File: config.mk
export PLATFORM = sky130hd
export DESIGN_NAME = percent_url_decoder_flat
export DESIGN_NICKNAME = d
export VERILOG_FILES = /design/src/rtl/pud_pkg.sv /design/src/rtl/pud_in_if.sv /design/src/rtl/pud_out_if.sv /design/src/rtl/pud_front.sv /design/src/rtl/pud_queue.sv /design/src/rtl/pud_serial.sv /design/src/rtl/percent_url_decoder.sv /design/src/flat_wrapper.sv
export SDC_FILE = /design/constraint.sdc
export NUM_CORES = 1
export LEC_CHECK = 0
export ABC_AREA = 1
export ABC_CLOCK_PERIOD_IN_PS = 3550
export BUFFER_PORTS_ARGS = -buffer_cell sky130_fd_sc_hd__buf_2
export CAP_MARGIN = 20
export CORE_MARGIN = 2
export CORE_UTILIZATION = 56
export CTS_CLUSTER_SIZE = 20
export DETAILED_ROUTE_END_ITERATION = 6
export PLACE_DENSITY = 0.76
export SYNTH_ARGS = -nofsm -noshare
export SYNTH_HDL_FRONTEND = slang
export SYNTH_SLANG_ARGS = --single-unit
File: constraint.sdc
create_clock -name clk -period 3.55 [get_ports clk]
set_input_delay 0.355 -clock clk [delete_from_list [all_inputs] [get_ports clk]]
set_output_delay 0.355 -clock clk [all_outputs]
set_load 0.05 [all_outputs]
File: src/rtl/pud_pkg.sv
`timescale 1ns / 1ps
`default_nettype none

package pud_pkg;

  localparam logic [7:0] PLUS_CHAR    = 8'h2B;
  localparam logic [7:0] PERCENT_CHAR = 8'h25;
  localparam logic [7:0] SPACE_CHAR   = 8'h20;
  localparam logic [3:0] DIGIT_TEN    = 4'd10;

  // Most bytes that one input beat can produce.
  localparam int unsigned MAX_RES = 3;

  // Escape progress: nothing pending, percent held, percent and first digit held.
  typedef enum logic [1:0] {
    PH_IDLE = 2'd0,
    PH_PCT  = 2'd1,
    PH_DIG  = 2'd2
  } phase_t;

  // The decoded bytes settled by one input beat.
  typedef struct packed {
    logic [MAX_RES-1:0][7:0] data;
    logic [1:0]              cnt;
    logic                    last;
  } grp_t;

  function automatic logic is_hex(input logic [7:0] b);
    logic res;
    res = ((b >= 8'h30) && (b <= 8'h39)) ||
          ((b >= 8'h61) && (b <= 8'h66)) ||
          ((b >= 8'h41) && (b <= 8'h46));
    return res;
  endfunction

  // Nibble of a byte already known to be a hex digit.
  function automatic logic [3:0] nibble(input logic [7:0] b);
    logic [3:0] res;
    if (b <= 8'h39) begin
      res = b[3:0];
    end else begin
      res = b[3:0] - 4'd1 + DIGIT_TEN;
    end
    return res;
  endfunction

  // A plus decodes to a space; any other plain byte passes through.
  function automatic logic [7:0] plain_map(input logic [7:0] b);
    logic [7:0] res;
    res = (b == PLUS_CHAR) ? SPACE_CHAR : b;
    return res;
  endfunction

endpackage

`default_nettype wire

File: src/rtl/pud_in_if.sv
`timescale 1ns / 1ps
`default_nettype none

interface pud_in_if;
  logic       valid;
  logic       ready;
  logic [7:0] in_byte;
  logic       in_last;

  modport source (output valid, output in_byte, output in_last, input ready);
  modport sink   (input valid, input in_byte, input in_last, output ready);
endinterface

`default_nettype wire

File: src/rtl/pud_out_if.sv
`timescale 1ns / 1ps
`default_nettype none

interface pud_out_if;
  logic       valid;
  logic       ready;
  logic [7:0] out_byte;
  logic       out_last;

  modport source (output valid, output out_byte, output out_last, input ready);
  modport sink   (input valid, input out_byte, input out_last, output ready);
endinterface

`default_nettype wire

File: src/rtl/pud_front.sv
`timescale 1ns / 1ps
`default_nettype none

module pud_front
  import pud_pkg::*;
(
  input  wire logic   clk,
  input  wire logic   rst,
  input  wire logic   accept,
  input  wire logic [7:0] byte_in,
  input  wire logic   last_in,
  output grp_t        grp,
  output logic        push
);

  phase_t     phase, phase_next;
  logic [7:0] held, held_next;
  logic [1:0] n;
  logic [MAX_RES-1:0][7:0] r;

  always_comb begin
    phase_next = PH_IDLE;
    held_next  = held;
    n          = 2'd0;
    r          = '0;

    unique case (phase)
      PH_PCT: begin
        if (is_hex(byte_in)) begin
          phase_next = PH_DIG;
          held_next  = byte_in;
        end else begin
          r[0] = PERCENT_CHAR;
          if (byte_in == PERCENT_CHAR) begin
            phase_next = PH_PCT;
            n          = 2'd1;
          end else begin
            r[1] = plain_map(byte_in);
            n    = 2'd2;
          end
        end
      end
      PH_DIG: begin
        held_next = '0;
        if (is_hex(held) && is_hex(byte_in)) begin
          r[0] = {nibble(held), nibble(byte_in)};
          n    = 2'd1;
        end else begin
          r[0] = PERCENT_CHAR;
          r[1] = plain_map(held);
          if (byte_in == PERCENT_CHAR) begin
            phase_next = PH_PCT;
            n          = 2'd2;
          end else begin
            r[2] = plain_map(byte_in);
            n    = 2'd3;
          end
        end
      end
      default: begin
        if (byte_in == PERCENT_CHAR) begin
          phase_next = PH_PCT;
        end else begin
          r[0] = plain_map(byte_in);
          n    = 2'd1;
        end
      end
    endcase

    // An escape still open at the end of the string goes out literally.
    if (last_in) begin
      if (phase_next == PH_PCT) begin
        case (n)
          2'd0:    r[0] = PERCENT_CHAR;
          2'd1:    r[1] = PERCENT_CHAR;
          default: r[2] = PERCENT_CHAR;
        endcase
        n = n + 2'd1;
      end else if (phase_next == PH_DIG) begin
        r[0] = PERCENT_CHAR;
        r[1] = held_next;
        n    = 2'd2;
      end
      phase_next = PH_IDLE;
      held_next  = '0;
    end
  end

  always_ff @(posedge clk) begin
    if (rst) begin
      phase <= PH_IDLE;
      held  <= '0;
    end else if (accept) begin
      phase <= phase_next;
      held  <= held_next;
    end
  end

  assign grp.data = r;
  assign grp.cnt  = n;
  assign grp.last = last_in;
  assign push     = accept && (n != 2'd0);

endmodule

`default_nettype wire

File: src/rtl/pud_queue.sv
`timescale 1ns / 1ps
`default_nettype none

module pud_queue
  import pud_pkg::*;
#(
  parameter int unsigned DEPTH = 4
) (
  input  wire logic clk,
  input  wire logic rst,
  input  wire logic push,
  input  wire grp_t wr_grp,
  input  wire logic pop,
  output grp_t      head,
  output logic      empty,
  output logic      full
);

  localparam int unsigned PTR_W = (DEPTH > 1) ? $clog2(DEPTH) : 1;
  localparam int unsigned CNT_W = $clog2(DEPTH + 1);

  grp_t             mem [DEPTH];
  logic [PTR_W-1:0] wr_ptr, rd_ptr;
  logic [CNT_W-1:0] count;

  function automatic logic [PTR_W-1:0] bump(input logic [PTR_W-1:0] p);
    logic [PTR_W-1:0] res;
    res = (p == PTR_W'(DEPTH - 1)) ? '0 : p + 1'b1;
    return res;
  endfunction

  assign empty = (count == '0);
  assign full  = (count == CNT_W'(DEPTH));
  assign head  = mem[rd_ptr];

  always_ff @(posedge clk) begin
    if (push) begin
      mem[wr_ptr] <= wr_grp;
    end
  end

  always_ff @(posedge clk) begin
    if (rst) begin
      wr_ptr <= '0;
      rd_ptr <= '0;
      count  <= '0;
    end else begin
      if (push) begin
        wr_ptr <= bump(wr_ptr);
      end
      if (pop) begin
        rd_ptr <= bump(rd_ptr);
      end
      if (push && !pop) begin
        count <= count + 1'b1;
      end else if (pop && !push) begin
        count <= count - 1'b1;
      end
    end
  end

endmodule

`default_nettype wire

File: src/rtl/pud_serial.sv
`timescale 1ns / 1ps
`default_nettype none

module pud_serial
  import pud_pkg::*;
(
  input  wire logic  clk,
  input  wire logic  rst,
  input  wire grp_t  head,
  input  wire logic  empty,
  output logic       pop,
  pud_out_if.source  dec
);

  logic [1:0] idx;
  logic       at_end;

  assign at_end    = (idx == head.cnt - 2'd1);
  assign dec.valid = !empty;
  assign dec.out_last = head.last && at_end;
  assign pop       = dec.valid && dec.ready && at_end;

  always_comb begin
    case (idx)
      2'd0:    dec.out_byte = head.data[0];
      2'd1:    dec.out_byte = head.data[1];
      default: dec.out_byte = head.data[2];
    endcase
  end

  always_ff @(posedge clk) begin
    if (rst) begin
      idx <= '0;
    end else if (dec.valid && dec.ready) begin
      idx <= at_end ? 2'd0 : idx + 2'd1;
    end
  end

endmodule

`default_nettype wire

File: src/rtl/percent_url_decoder.sv
// Each group is written into the group queue as its input beat is taken; dec offers
// its bytes from the queue head. Throughput: one input beat per cycle while the queue
// has room and each beat yields at most one byte; longer groups go out byte by byte.
// The group queue (QUEUE_DEPTH entries) absorbs those bursts; enc stalls only when full.
// Reset (rst, synchronous, active high) empties the queue and clears any pending escape.
`timescale 1ns / 1ps
`default_nettype none

module percent_url_decoder
  import pud_pkg::*;
#(
  parameter int unsigned QUEUE_DEPTH = 4
) (
  input  wire logic clk,
  input  wire logic rst,
  pud_in_if.sink    enc,
  pud_out_if.source dec
);

  // The front end owns the escape state. Every input beat it accepts is turned
  // into a group of zero to three decoded bytes in the same cycle; nonempty
  // groups are written into the queue.
  grp_t front_grp;
  logic front_push;
  logic accept;

  // Queue status and the group at its head.
  grp_t head;
  logic q_empty;
  logic q_full;
  logic q_pop;

  // A beat is taken whenever the queue has room, independent of whether the
  // serializer is currently stalled by the downstream sink.
  assign enc.ready = !q_full;
  assign accept    = enc.valid && enc.ready;

  pud_front u_front (
    .clk     (clk),
    .rst     (rst),
    .accept  (accept),
    .byte_in (enc.in_byte),
    .last_in (enc.in_last),
    .grp     (front_grp),
    .push    (front_push)
  );

  pud_queue #(
    .DEPTH (QUEUE_DEPTH)
  ) u_queue (
    .clk    (clk),
    .rst    (rst),
    .push   (front_push),
    .wr_grp (front_grp),
    .pop    (q_pop),
    .head   (head),
    .empty  (q_empty),
    .full   (q_full)
  );

  // The back end walks the head group one byte per output beat and retires
  // the group on its final byte, which also carries the end-of-string mark.
  pud_serial u_serial (
    .clk   (clk),
    .rst   (rst),
    .head  (head),
    .empty (q_empty),
    .pop   (q_pop),
    .dec   (dec)
  );

endmodule

`default_nettype wire

File: src/flat_wrapper.sv
// flat-port wrapper written by rule: the top's interface ports become plain ports
module percent_url_decoder_flat import pud_pkg::*;
#(
  parameter int unsigned QUEUE_DEPTH = 4
)
  (clk, rst, enc_valid, enc_in_byte, enc_in_last, enc_ready, dec_valid, dec_out_byte, dec_out_last, dec_ready);
  pud_in_if enc_i ();
  pud_out_if dec_i ();
  input  wire logic clk;
  input  wire logic rst;
  input wire logic [$bits(enc_i.valid)-1:0] enc_valid;
  input wire logic [$bits(enc_i.in_byte)-1:0] enc_in_byte;
  input wire logic [$bits(enc_i.in_last)-1:0] enc_in_last;
  output wire logic [$bits(enc_i.ready)-1:0] enc_ready;
  output wire logic [$bits(dec_i.valid)-1:0] dec_valid;
  output wire logic [$bits(dec_i.out_byte)-1:0] dec_out_byte;
  output wire logic [$bits(dec_i.out_last)-1:0] dec_out_last;
  input wire logic [$bits(dec_i.ready)-1:0] dec_ready;
  assign enc_i.valid = enc_valid;
  assign enc_i.in_byte = enc_in_byte;
  assign enc_i.in_last = enc_in_last;
  assign enc_ready = enc_i.ready;
  assign dec_valid = dec_i.valid;
  assign dec_out_byte = dec_i.out_byte;
  assign dec_out_last = dec_i.out_last;
  assign dec_i.ready = dec_ready;
  percent_url_decoder #(.QUEUE_DEPTH(QUEUE_DEPTH)) u_core (.clk(clk), .rst(rst), .enc(enc_i), .dec(dec_i));
endmodule
# Word level (Yosys, flattened, before mapping)
# Memories as Yosys holds them, arrays and structs flattened. A register that Yosys moved wholly into a read port is not among the register bits.
# Cells that the tools add are included.
# word_totals
ram_bits	108
memories	1
ff_bits	19
in_bits	13
output_inout_bits	11
word_cells	116
# op_classes
magnitude_cmp	12
mux	45
n_eq_ne	13
reduce_logical	28
n_addsub	11
# mem_list
name	depth	word_bits	rd	rd_ports_with_merged_regs	write_ports	line_no	source
u_core.u_queue.mem	4	27	1	1	1	pud_queue.sv:22	grp_t mem [DEPTH];
# op_table
operator	n
$mux 8	11
$mux 16	4
$pmux 8 s2	4
$ge 8x7->1 const B	4
$le 8x7->1 const B	4
$mux 2	13
$eq 8x6->1 const B	3
$mux 24	1
$ge 8x6->1 const B	2
$le 8x6->1 const B	2
$logic_and 1x1->1	14
$add 2x1->2 const B	4
$add 4x4->4 const B	2
$eq 2x1->1 const B	4
$eq 2x2->1 const B	4
$mux 4	2
$pmux 2 s2	2
$sub 4x1->4 const B	2
$mux 1	6
$mux 3	2
$logic_not 1->1	4
$logic_not 2->1	2
$logic_or 1x1->1	4
$reduce_bool 2->1	2
7 further kinds	7

# Depth between registers and ports, before layout
# Gate-level depths: netlist of the first run.
# logic_depth
word_depth	17
depth_mapped	23
mapped_depth_nobuf	23

# By module
# From an unflattened synthesis of the first run, not the netlist that was laid out.
# hier_totals
cells_unflattened	669
area_unflattened_um2	6442.4
# modules_own_cells
module	instances	area_per_inst_um2	cells_per_inst	seq_area_each_um2
pud_queue	1	4510.6	320	3423.3
pud_front	1	1584.0	291	200.2
pud_serial	1	334.1	55	40.0
percent_url_decoder	1	13.8	3	0.0

# Worst setup path before layout of the first run
# Ideal clock, no wire load.
# synth_timing
path_type	register to register
startpoint	register u_core.u_front.phase[0]
endpoint	memory u_core.u_queue.mem[2][0] in the netlist's numbering, enable pin
required_ns	3.139
arrival_time_ns	3.055
stages_incl_launch_ff	12
path_slack_ns	0.084
path_buffers	1
synth_period_minus_slack_ns	3.466
setup_time_ns	0.411
cell_sequence	dfxtp_1 -> inv_1 -> ha_1 -> buf_2 -> clkinv_1 -> o21a_1 -> ha_1 -> nand3b_2 -> nand2_4 -> nand2_4 -> nand2_2 -> nor2_1
# synth_via
elab_chain_cells	10
elab_cells_between_ends	14
classes_between	add/sub (1); eq/ne (4); mux (7); reduce/logical (2)
# synth_lines
item	line_no	source
start: declaration	pud_front.sv:16	phase_t phase, phase_next;
start signal: assignment	pud_front.sv:94	phase <= phase_next;
$eq 2x2->1 / $eq 2x1->1 (equally long branches)	pud_front.sv:27	unique case (phase)
$pmux 2 s2	pud_front.sv:27	
$eq 2x2->1	pud_front.sv:79	end else if (phase_next == PH_DIG) begin
$mux 2	pud_front.sv:79	
$mux 2	pud_front.sv:72	if (phase_next == PH_PCT) begin
$mux 2 (*)	pud_front.sv:71	if (last_in) begin
$reduce_bool 2->1 (*)	pud_front.sv:102	assign push = accept && (n != 2'd0);
$logic_and 1x1->1 (*)	pud_front.sv:102	
$mux 1 (*)	pud_queue.sv:37	if (push) begin
$mux 1 (implied by the code) (*)	pud_queue.sv:38	mem[wr_ptr] <= wr_grp;
end: declaration	pud_queue.sv:22	
# Mark *: on every way between the ends. The rest lies on a longest branch, timed or not.

# Worst setup path after layout of the first run
# layout_timing
startpoint	register u_core.u_front.held[0]
endpoint	register u_core.u_queue.count[2]
# layout_via
elab_chain_cells	16
elab_cells_between_ends	29
classes_between	add/sub (1); order compare (6); eq/ne (2); mux (8); reduce/logical (12)
# layout_lines
item	line_no	source
start: declaration	pud_front.sv:17	logic [7:0] held, held_next;
start signal: assignment	pud_front.sv:95	held <= held_next;
$ge 8x6->1 (tied with other cells)	pud_pkg.sv:30	res = ((b >= 8'h30) && (b <= 8'h39)) ||
$logic_and 1x1->1 (on tied branches)	pud_pkg.sv:30, pud_pkg.sv:31	
$logic_or 1x1->1	pud_pkg.sv:30	
$logic_or 1x1->1 (*)	pud_pkg.sv:31	((b >= 8'h61) && (b <= 8'h66)) ||
$logic_and 1x1->1 (*)	pud_front.sv:45	if (is_hex(held) && is_hex(byte_in)) begin
$mux 1	pud_front.sv:45	
$pmux 2 s2	pud_front.sv:27	
$eq 2x2->1	pud_front.sv:79	
$mux 2	pud_front.sv:79	
$mux 2	pud_front.sv:72	
$mux 2 (*)	pud_front.sv:71	
$reduce_bool 2->1 (*)	pud_front.sv:102	
$logic_and 1x1->1 (*)	pud_front.sv:102	
via u_core.front_push	percent_url_decoder.sv:24	logic front_push;
$logic_not 1->1	pud_queue.sv:56	end else if (pop && !push) begin
$logic_and 1x1->1	pud_queue.sv:56	
$reduce_bool 2->1 (no line)	-	
end signal: assignment	pud_queue.sv:55	count <= count + 1'b1;
end signal: assignment	pud_queue.sv:57	count <= count - 1'b1;
end: declaration	pud_queue.sv:24	logic [CNT_W-1:0] count;
# The timed path passes the listed nets; every way through them passes the cells marked *.
# A chain may end at the register's enable or synchronous reset.

==> run_results.csv, run 1 <==
group,metric,value,unit
status,status,"finished clean",
placement,gp_congestion,0.940,
final_layout,area_growth,14.1,%
final_layout,finish.net_count,713,
cts,clockBufferDepth,2,
setup_path,critPathTopFamily,"adder cells",
power,swShare,0.389,
sta,setup_ws,0.298,ns
logic_synthesis,ys_seq_area_frac,0.580,
die,io_pins,24,
cts,cts_root_buffer,"clkbuf_16",
final_layout,post-route-util,0.659,
die,die-area,12100,um2
cts,numClockSinks,129,
logic_synthesis,postSynthCellCount,648,
setup_path,critPathRequiredTime,3.84,ns
logic_synthesis,yosysMostFrequentCell,"nand2_1",
detailed_routing,drtIter0Drc,372,
setup_path,cpMostUsedCell,"inv_1",
placement,dp_hpwl,10.2,mm
grt,grt_pass1_wl,23.3,mm
worst_hold_path,min_path_type,"primary input to flop",
placement,pre_cts_slack,0.0911,ns
cts,tritoncts,"built",
setup_path,criticalPathCategory,"flop to flop",
setup_path,r2r-start,"u_core.u_front.held[0]",
grt,grt_overflow,0,
final_layout,final_layout_size_suffix_gt1_frac,0.146,
worst_hold_path,hold_path_depth,2,
sta,setup_viol_count_final,0,
grt,track_usage,0.264,
die,num_rows,38,
power,leakage,2.75,nW
final_layout,diodes,0,
sta,min_period_over_period,0.916,
cts,htree_levels,4,
grt,antenna_found_initial,0,
logic_synthesis,synth_top_cell_area_share,0.513,
setup_path,worstPathCellList,"inv_1 -> ha_1 -> inv_1 -> nand2_1 -> nand2_1 -> nand2_1 -> nand3_2 -> o21bai_4 -> nand2_2 -> nand2_2 -> ha_1 -> nand3b_2 -> nand2_4 -> nand2_4 -> nand2_2 -> inv_1 -> ha_1 -> inv_1 -> fa_1 -> a21oi_1 -> o21ai_0 -> o21ai_0 -> a21oi_1",
worst_hold_path,hold_end,"u_core.u_front.phase[0]",
sta,tns,0,ns
detailed_routing,ant_nets,0,
detailed_routing,via_count,4826,
detailed_routing,avgViaCountPerCell,5.80,
setup_path,end_kind,"flop",
power,seqPwrFrac,0.347,
logic_synthesis,ys.flop_type,"edfxtp_1",
power,p_comb_frac,0.363,
sta,rsz0062_at_grt,"no",
sta,fmaxAchievable,308,MHz
cts,cts_buffers,17,
die,dieWidth,110,um
placement,io_buffers,23,
logic_synthesis,synth_area_per_cell,9.75,um2
setup_path,cp.arrival,3.54,ns
logic_synthesis,synth_edf_count,108,
detailed_routing,wl,15.0,mm
grt,grt_pass1_vias,4564,
cts,clk_latency,0.41,ns
power,p_per_area,753,nW/um2
logic_synthesis,async_flop_share,0,
logic_synthesis,synthTopCellsByCount,"111 x nand2_1, 108 x edfxtp_1, 90 x nor2_1",
sta,slew_viol_final,0,
power,peakVddDrop,552,uV
setup_path,crit_buf_inv,4,
die,dieHeight,110,um
logic_synthesis,ys_ff_latch,129,
setup_path,critical_path.startpoint_type,"flop",
logic_synthesis,synth_nets,682,
sta,worst_slew_pin_slew,0.856,ns
sta,finalHoldViolations,0,
power,power.switching,2.11,mW
setup_path,cp_slowest_cell,"fa_1",
die,start_util,0.578,
power,intPower,3.31,mW
detailed_routing,remaining_drc_errors,0,
worst_hold_path,hold_start,"rst",
die,core-area,10900,um2
setup_path,regToRegSetupSlack,0.30,ns
setup_path,cpPeakStageDelay,0.43,ns
sta,skew,0.00725,ns
logic_synthesis,synth_area,6320,um2
logic_synthesis,yosys_warnings,0,
setup_path,rr_worst_depth,23,
setup_path,cp_max_fo,9,
logic_synthesis,synth_top_cell_by_area,"edfxtp_1",
detailed_routing,wl_per_cell,18.0,um
flow_run,max_cap_violations,0,
detailed_routing,drt-pass1-iter-count,4,
sta,maxSlewHeadroom,0.427,
cts,path_clk_slew,0.06,ns
logic_synthesis,ys_types,48,
setup_path,reg2reg_to,"u_core.u_queue.count[2]",
logic_synthesis,synthTopCellsByArea,"edfxtp_1 51%, dfxtp_1 6.7%, nand2_1 6.6%",
sta,period_minus_slack,3.25,ns
power,clkPwrFrac,0.289,
grt,grt_max_degree,35,
-- how the worst max path moves through the flow --
stage                                          end  depth (start not counted)  slack (ns)                    start
after floorplan           u_core.u_queue.mem[2][0]                         11        0.08  u_core.u_front.phase[0]
after global placement     u_core.u_queue.count[2]                         24        0.19           enc_in_byte[0]
after detailed placement   u_core.u_queue.count[2]                         24        0.09           enc_in_byte[0]
after CTS                  u_core.u_queue.count[2]                         23        0.19   u_core.u_front.held[0]
after global routing       u_core.u_queue.count[2]                         23        0.03   u_core.u_front.held[0]
final                      u_core.u_queue.count[2]                         23        0.30   u_core.u_front.held[0]
-- repair_timing --
action                     CTS  global route
setup buffers                0             0
hold buffers                 0             0
gates resized for setup      0             2
setup endpoints to repair    0             2
-- layout by cell type (no fill, tap or decap), types with 23 or more instances in the layout --
master / instances
o21ai_0: 70
edfxtp_1: 108
nor2_1: 86
o22ai_1: 30
a21oi_1: 24
nand2_1: 111
buf_2: 23
nand3_1: 31
inv_1: 52
-- worst register-to-register path, delay by kind of cell (launching register included) --
kind                     cells  cell delay (ns)
AO/OA/AOI/OAI                5             0.58
adder cells (fa/ha/maj)      4             1.07
buffers and inverters        4             0.32
flip-flops                   1             0.36
AND/OR/NAND/NOR             10             0.81
-- state kept, by name, indices dropped and copies added, names as in the netlist, named ones only --
register               count
u_core.u_front.held        8
u_core.u_front.phase       2
u_core.u_queue.count       3
u_core.u_queue.mem       108
u_core.u_queue.rd_ptr      2
u_core.u_queue.wr_ptr      2
u_core.u_serial.idx        2
-- stage by stage --
step,cells,hold slack [ns],power [mW],instance area [um2]
4_1_cts,832,0.259,5.44,7210
3_3_place_gp,800,0.449,3.82,6670
2_1_floorplan,648,0.424,3.34,6320
3_5_place_dp,800,0.461,3.88,6670
5_1_grt,832,0.286,5.69,7210
6_report,832,0.259,5.43,7210
-- per-layer routing --
layer / GRT usage / share of wire
met1: 0.327 / 0.41
met5: 0 / 0
met4: 0.132 / 0.032
met2: 0.447 / 0.50
met3: 0.0447 / 0.060
-- final cells by class --
type                       count  area [um2]
inverter                      63         236
clock buffer                  21         450
sequential                   129        3660
tap                          140         175
clock inverter                11        90.1
fill                         858        3730
timing repair buffer          37         270
multi-input combinational    431        2320
-- cells by family (layout without fill, tap and decap cells) --
logic type,Yosys count,after routing,synth area share
xor+xnor,7,7,0.00971
mux,2,2,0.00317
compound gates,145,145,0.135
fa+ha+maj,21,21,0.0428
flops,129,129,0.580
buf+inv,88,132,0.0543
simple gates,256,256,0.176
-- power by group through the flow --
stage	clock network, mW	registers (mW)	logic (mW)
after floorplan	0	1.90	1.44
after global placement	0	1.91	1.91
after detailed placement	0	1.91	1.96
after CTS	1.58	1.88	1.98
after global routing	1.64	1.90	2.15
final	1.57	1.88	1.97
(Power assumes the default switching activity.)
==> run 2: changes to the inputs <==
--- a/config.mk
+++ b/config.mk
@@ -16,4 +16,5 @@
 export PLACE_DENSITY = 0.76
 export SYNTH_ARGS = -nofsm -noshare
 export SYNTH_HDL_FRONTEND = slang
+export SYNTH_HIERARCHICAL = 1
 export SYNTH_SLANG_ARGS = --single-unit
==> run_results.csv, run 2 <==
group,metric,value,unit
worst_hold_path,min_path_type,"primary input to flop",
logic_synthesis,yosys_warnings,6,
grt,use_met3,0.0596,
setup_path,worstPathCellList,"inv_1 -> ha_1 -> clkinvlp_4 -> nand4_1 -> nand2_1 -> inv_1 -> ha_1 -> nor3_1 -> inv_1 -> nand2_1 -> a21oi_1 -> ha_1 -> inv_1 -> fa_1 -> o21ai_0 -> nor2_1",
setup_path,cpPeakStageDelay,0.43,ns
grt,track_usage,0.266,
detailed_routing,via_count,4889,
setup_path,cpMostUsedCell,"inv_1",
sta,slew_viol_final,0,
logic_synthesis,synth_area,6440,um2
die,num_rows,39,
detailed_routing,drtIter0Drc,556,
sta,min_period_over_period,0.924,
cts,cts_buffers,17,
setup_path,critical_path.startpoint_type,"flop",
flow_run,max_cap_violations,0,
final_layout,multiInputGateArea,2310,um2
detailed_routing,ant_nets,0,
detailed_routing,remaining_drc_errors,0,
logic_synthesis,ys_ff_latch,129,
setup_path,criticalPathCategory,"flop to flop",
detailed_routing,wl_per_cell,18.4,um
die,core-area,11300,um2
detailed_routing,wl,15.7,mm
sta,skew,0.0130,ns
final_layout,area_growth,13.1,%
cts,clockBufferDepth,2,
power,peakVddDrop,954,uV
die,io_pins,24,
setup_path,worstSetupStartpoint,"u_core/u_front/phase[0]",
cts,clk_latency,0.41,ns
final_layout,finish.net_count,730,
logic_synthesis,ys_types,40,
grt,grt_overflow,0,
final_layout,largest_reg_flops,108,
cts,ctsHoldBuffers,0,
final_layout,final_layout_size_suffix_gt1_frac,0.140,
power,p_per_area,810,nW/um2
setup_path,critPathRequiredTime,3.85,ns
sta,fmaxAchievable,305,MHz
cts,cts_root_buffer,"clkbuf_16",
cts,path_clk_slew,0.06,ns
cts,numClockSinks,129,
final_layout,fillCellCount,892,
sta,finalHoldViolations,0,
status,status,"finished clean",
grt,grtUsageMet2,0.441,
logic_synthesis,synth_nets,703,
logic_synthesis,ys_seq_area_frac,0.569,
final_layout,final_cell_mix,"126 x nand2_1, 108 x edfxtp_1, 83 x nor2_1",
die,die-area,12400,um2
power,leakage,2.86,nW
logic_synthesis,postSynthCellCount,669,
die,dieHeight,111,um
cts,tritoncts,"built",
sta,worst_slew_pin_slew,0.590,ns
sta,maxSlewHeadroom,0.606,
sta,period_minus_slack,3.28,ns
logic_synthesis,ys.flop_type,"edfxtp_1",
grt,grt_pass1_vias,5005,
power,total_power,5.90,mW
die,dieWidth,111,um
logic_synthesis,synthTopCellsByCount,"126 x nand2_1, 108 x edfxtp_1, 83 x nor2_1",
setup_path,r2r-start,"u_core/u_front/phase[0]",
grt,grt.busiest_layer,"met2",
detailed_routing,avgViaCountPerCell,5.74,
worst_hold_path,hold_start,"dec_ready",
grt,antenna_found_initial,0,
final_layout,top_register,"u_core/u_queue/mem",
grt,use_met1,0.338,
logic_synthesis,yosysMostFrequentCell,"nand2_1",
cts,htree_levels,4,
sta,setup_viol_count_final,0,
setup_path,cp_max_fo,15,
logic_synthesis,synth_top_cell_area_share,0.503,
logic_synthesis,synth_area_per_cell,9.63,um2
logic_synthesis,async_flop_share,0,
sta,tns,0,ns
die,start_util,0.569,
sta,rsz0062_at_grt,"no",
final_layout,layout_commonest_cell,"nand2_1",
setup_path,cp.arrival,3.58,ns
grt,grt_pass1_wl,25.4,mm
logic_synthesis,synth_edf_count,108,
logic_synthesis,synthTopCellsByArea,"edfxtp_1 50%, nand2_1 7.3%, dfxtp_1 6.5%",
setup_path,end_kind,"flop",
detailed_routing,drt-pass1-iter-count,5,
logic_synthesis,synth_top_cell_by_area,"edfxtp_1",
final_layout,diodes,0,
grt,grt_max_degree,55,
setup_path,cp_slowest_cell,"ha_1",
placement,io_buffers,23,
final_layout,reg_top3,"u_core/u_queue/mem (108), u_core/u_front/held (8), u_core/u_queue/count (3)",
placement,gp_congestion,0.922,
placement,dp_hpwl,10.2,mm
final_layout,register_area,3670,um2
==> run 2: changes by cell type in the layout (fill, tap and decap cells not counted), sizes merged, moves of 7 or more <==
cell	before	now
inv	61	71
o21ai	72	82
a22oi	1	8
nand2	119	131
==> run 2: per-stage QoR <==
stage	std cells	hold slack [ns]	setup slack [ns]	utilization	instance area (um2)
floorplan	669	0.424	0.351	-	6440
global placement	820	0.478	0.292	0.589	6670
detailed placement	820	0.494	0.193	0.589	6670
CTS	852	0.274	0.256	0.643	7280
global route	852	0.287	0.00541	0.644	7290
finish	852	0.285	0.271	0.644	7290
==> run 2: timing repair <==
action	CTS	global route
endpoints found under the setup margin	0	2
gates resized for setup	0	3
setup buffers	0	0
==> run 2: path summary, 6_finish.rpt <==
| check | slack [ns] | end | depth (start not counted) |
|---|---|---|---|
| min | 0.28 | u_core/u_serial/idx[0] | 4 |
| max reg2reg | 0.27 | u_core/u_queue/count[1] | 16 |
| max | 0.27 | u_core/u_queue/count[1] | 16 |
| min reg2reg | 0.50 | u_core/u_front/held[4] | 2 |
==> run 2: kinds of logic after synthesis <==
| kind of cell | after synthesis | synth area share |
|---|---|---|
| AOI/OAI and AO/OA | 152 | 0.133 |
| DFF | 129 | 0.569 |
| and+or+nand+nor | 268 | 0.178 |
| adders and majority gates | 21 | 0.0420 |
| xor gates and xnor gates | 4 | 0.00544 |
| buffers and inverters | 95 | 0.0728 |
==> run 2: cell type report <==
type | instances | area share
Inverter | 70 | 0.0388
Clock buffer | 17 | 0.0584
Multi-Input combinational cell | 445 | 0.317
Clock inverter | 15 | 0.0251
Timing Repair Buffer | 33 | 0.0330
Tap cell | 143 | 0.0246
Sequential cell | 129 | 0.503
==> run 2: critical path, delay by kind of cell, from the launching register on <==
| family | cells | cell delay, ns |
|---|---|---|
| DFF | 1 | 0.37 |
| AOI/OAI and AO/OA | 2 | 0.29 |
| adders and majority gates | 4 | 1.31 |
| buffers and inverters | 5 | 0.58 |
| and+or+nand+nor | 5 | 0.61 |
==> run 2: per-layer routing <==
metal  wire, um  vias up
met2       7860      202
li1           -     2353
met1       6500     2305
met3       1040       29
met5          0        -
met4        304        0
==> run 2: power breakdown <==
group / internal [mW] / switching, mW / total [mW] / leakage (nW)
combinational: 0.600 / 1.62 / 2.22 / 1.39
sequential: 1.83 / 0.0896 / 1.92 / 1.17
clock: 1.11 / 0.647 / 1.76 / 0.304
total: 3.54 / 2.36 / 5.90 / 2.86
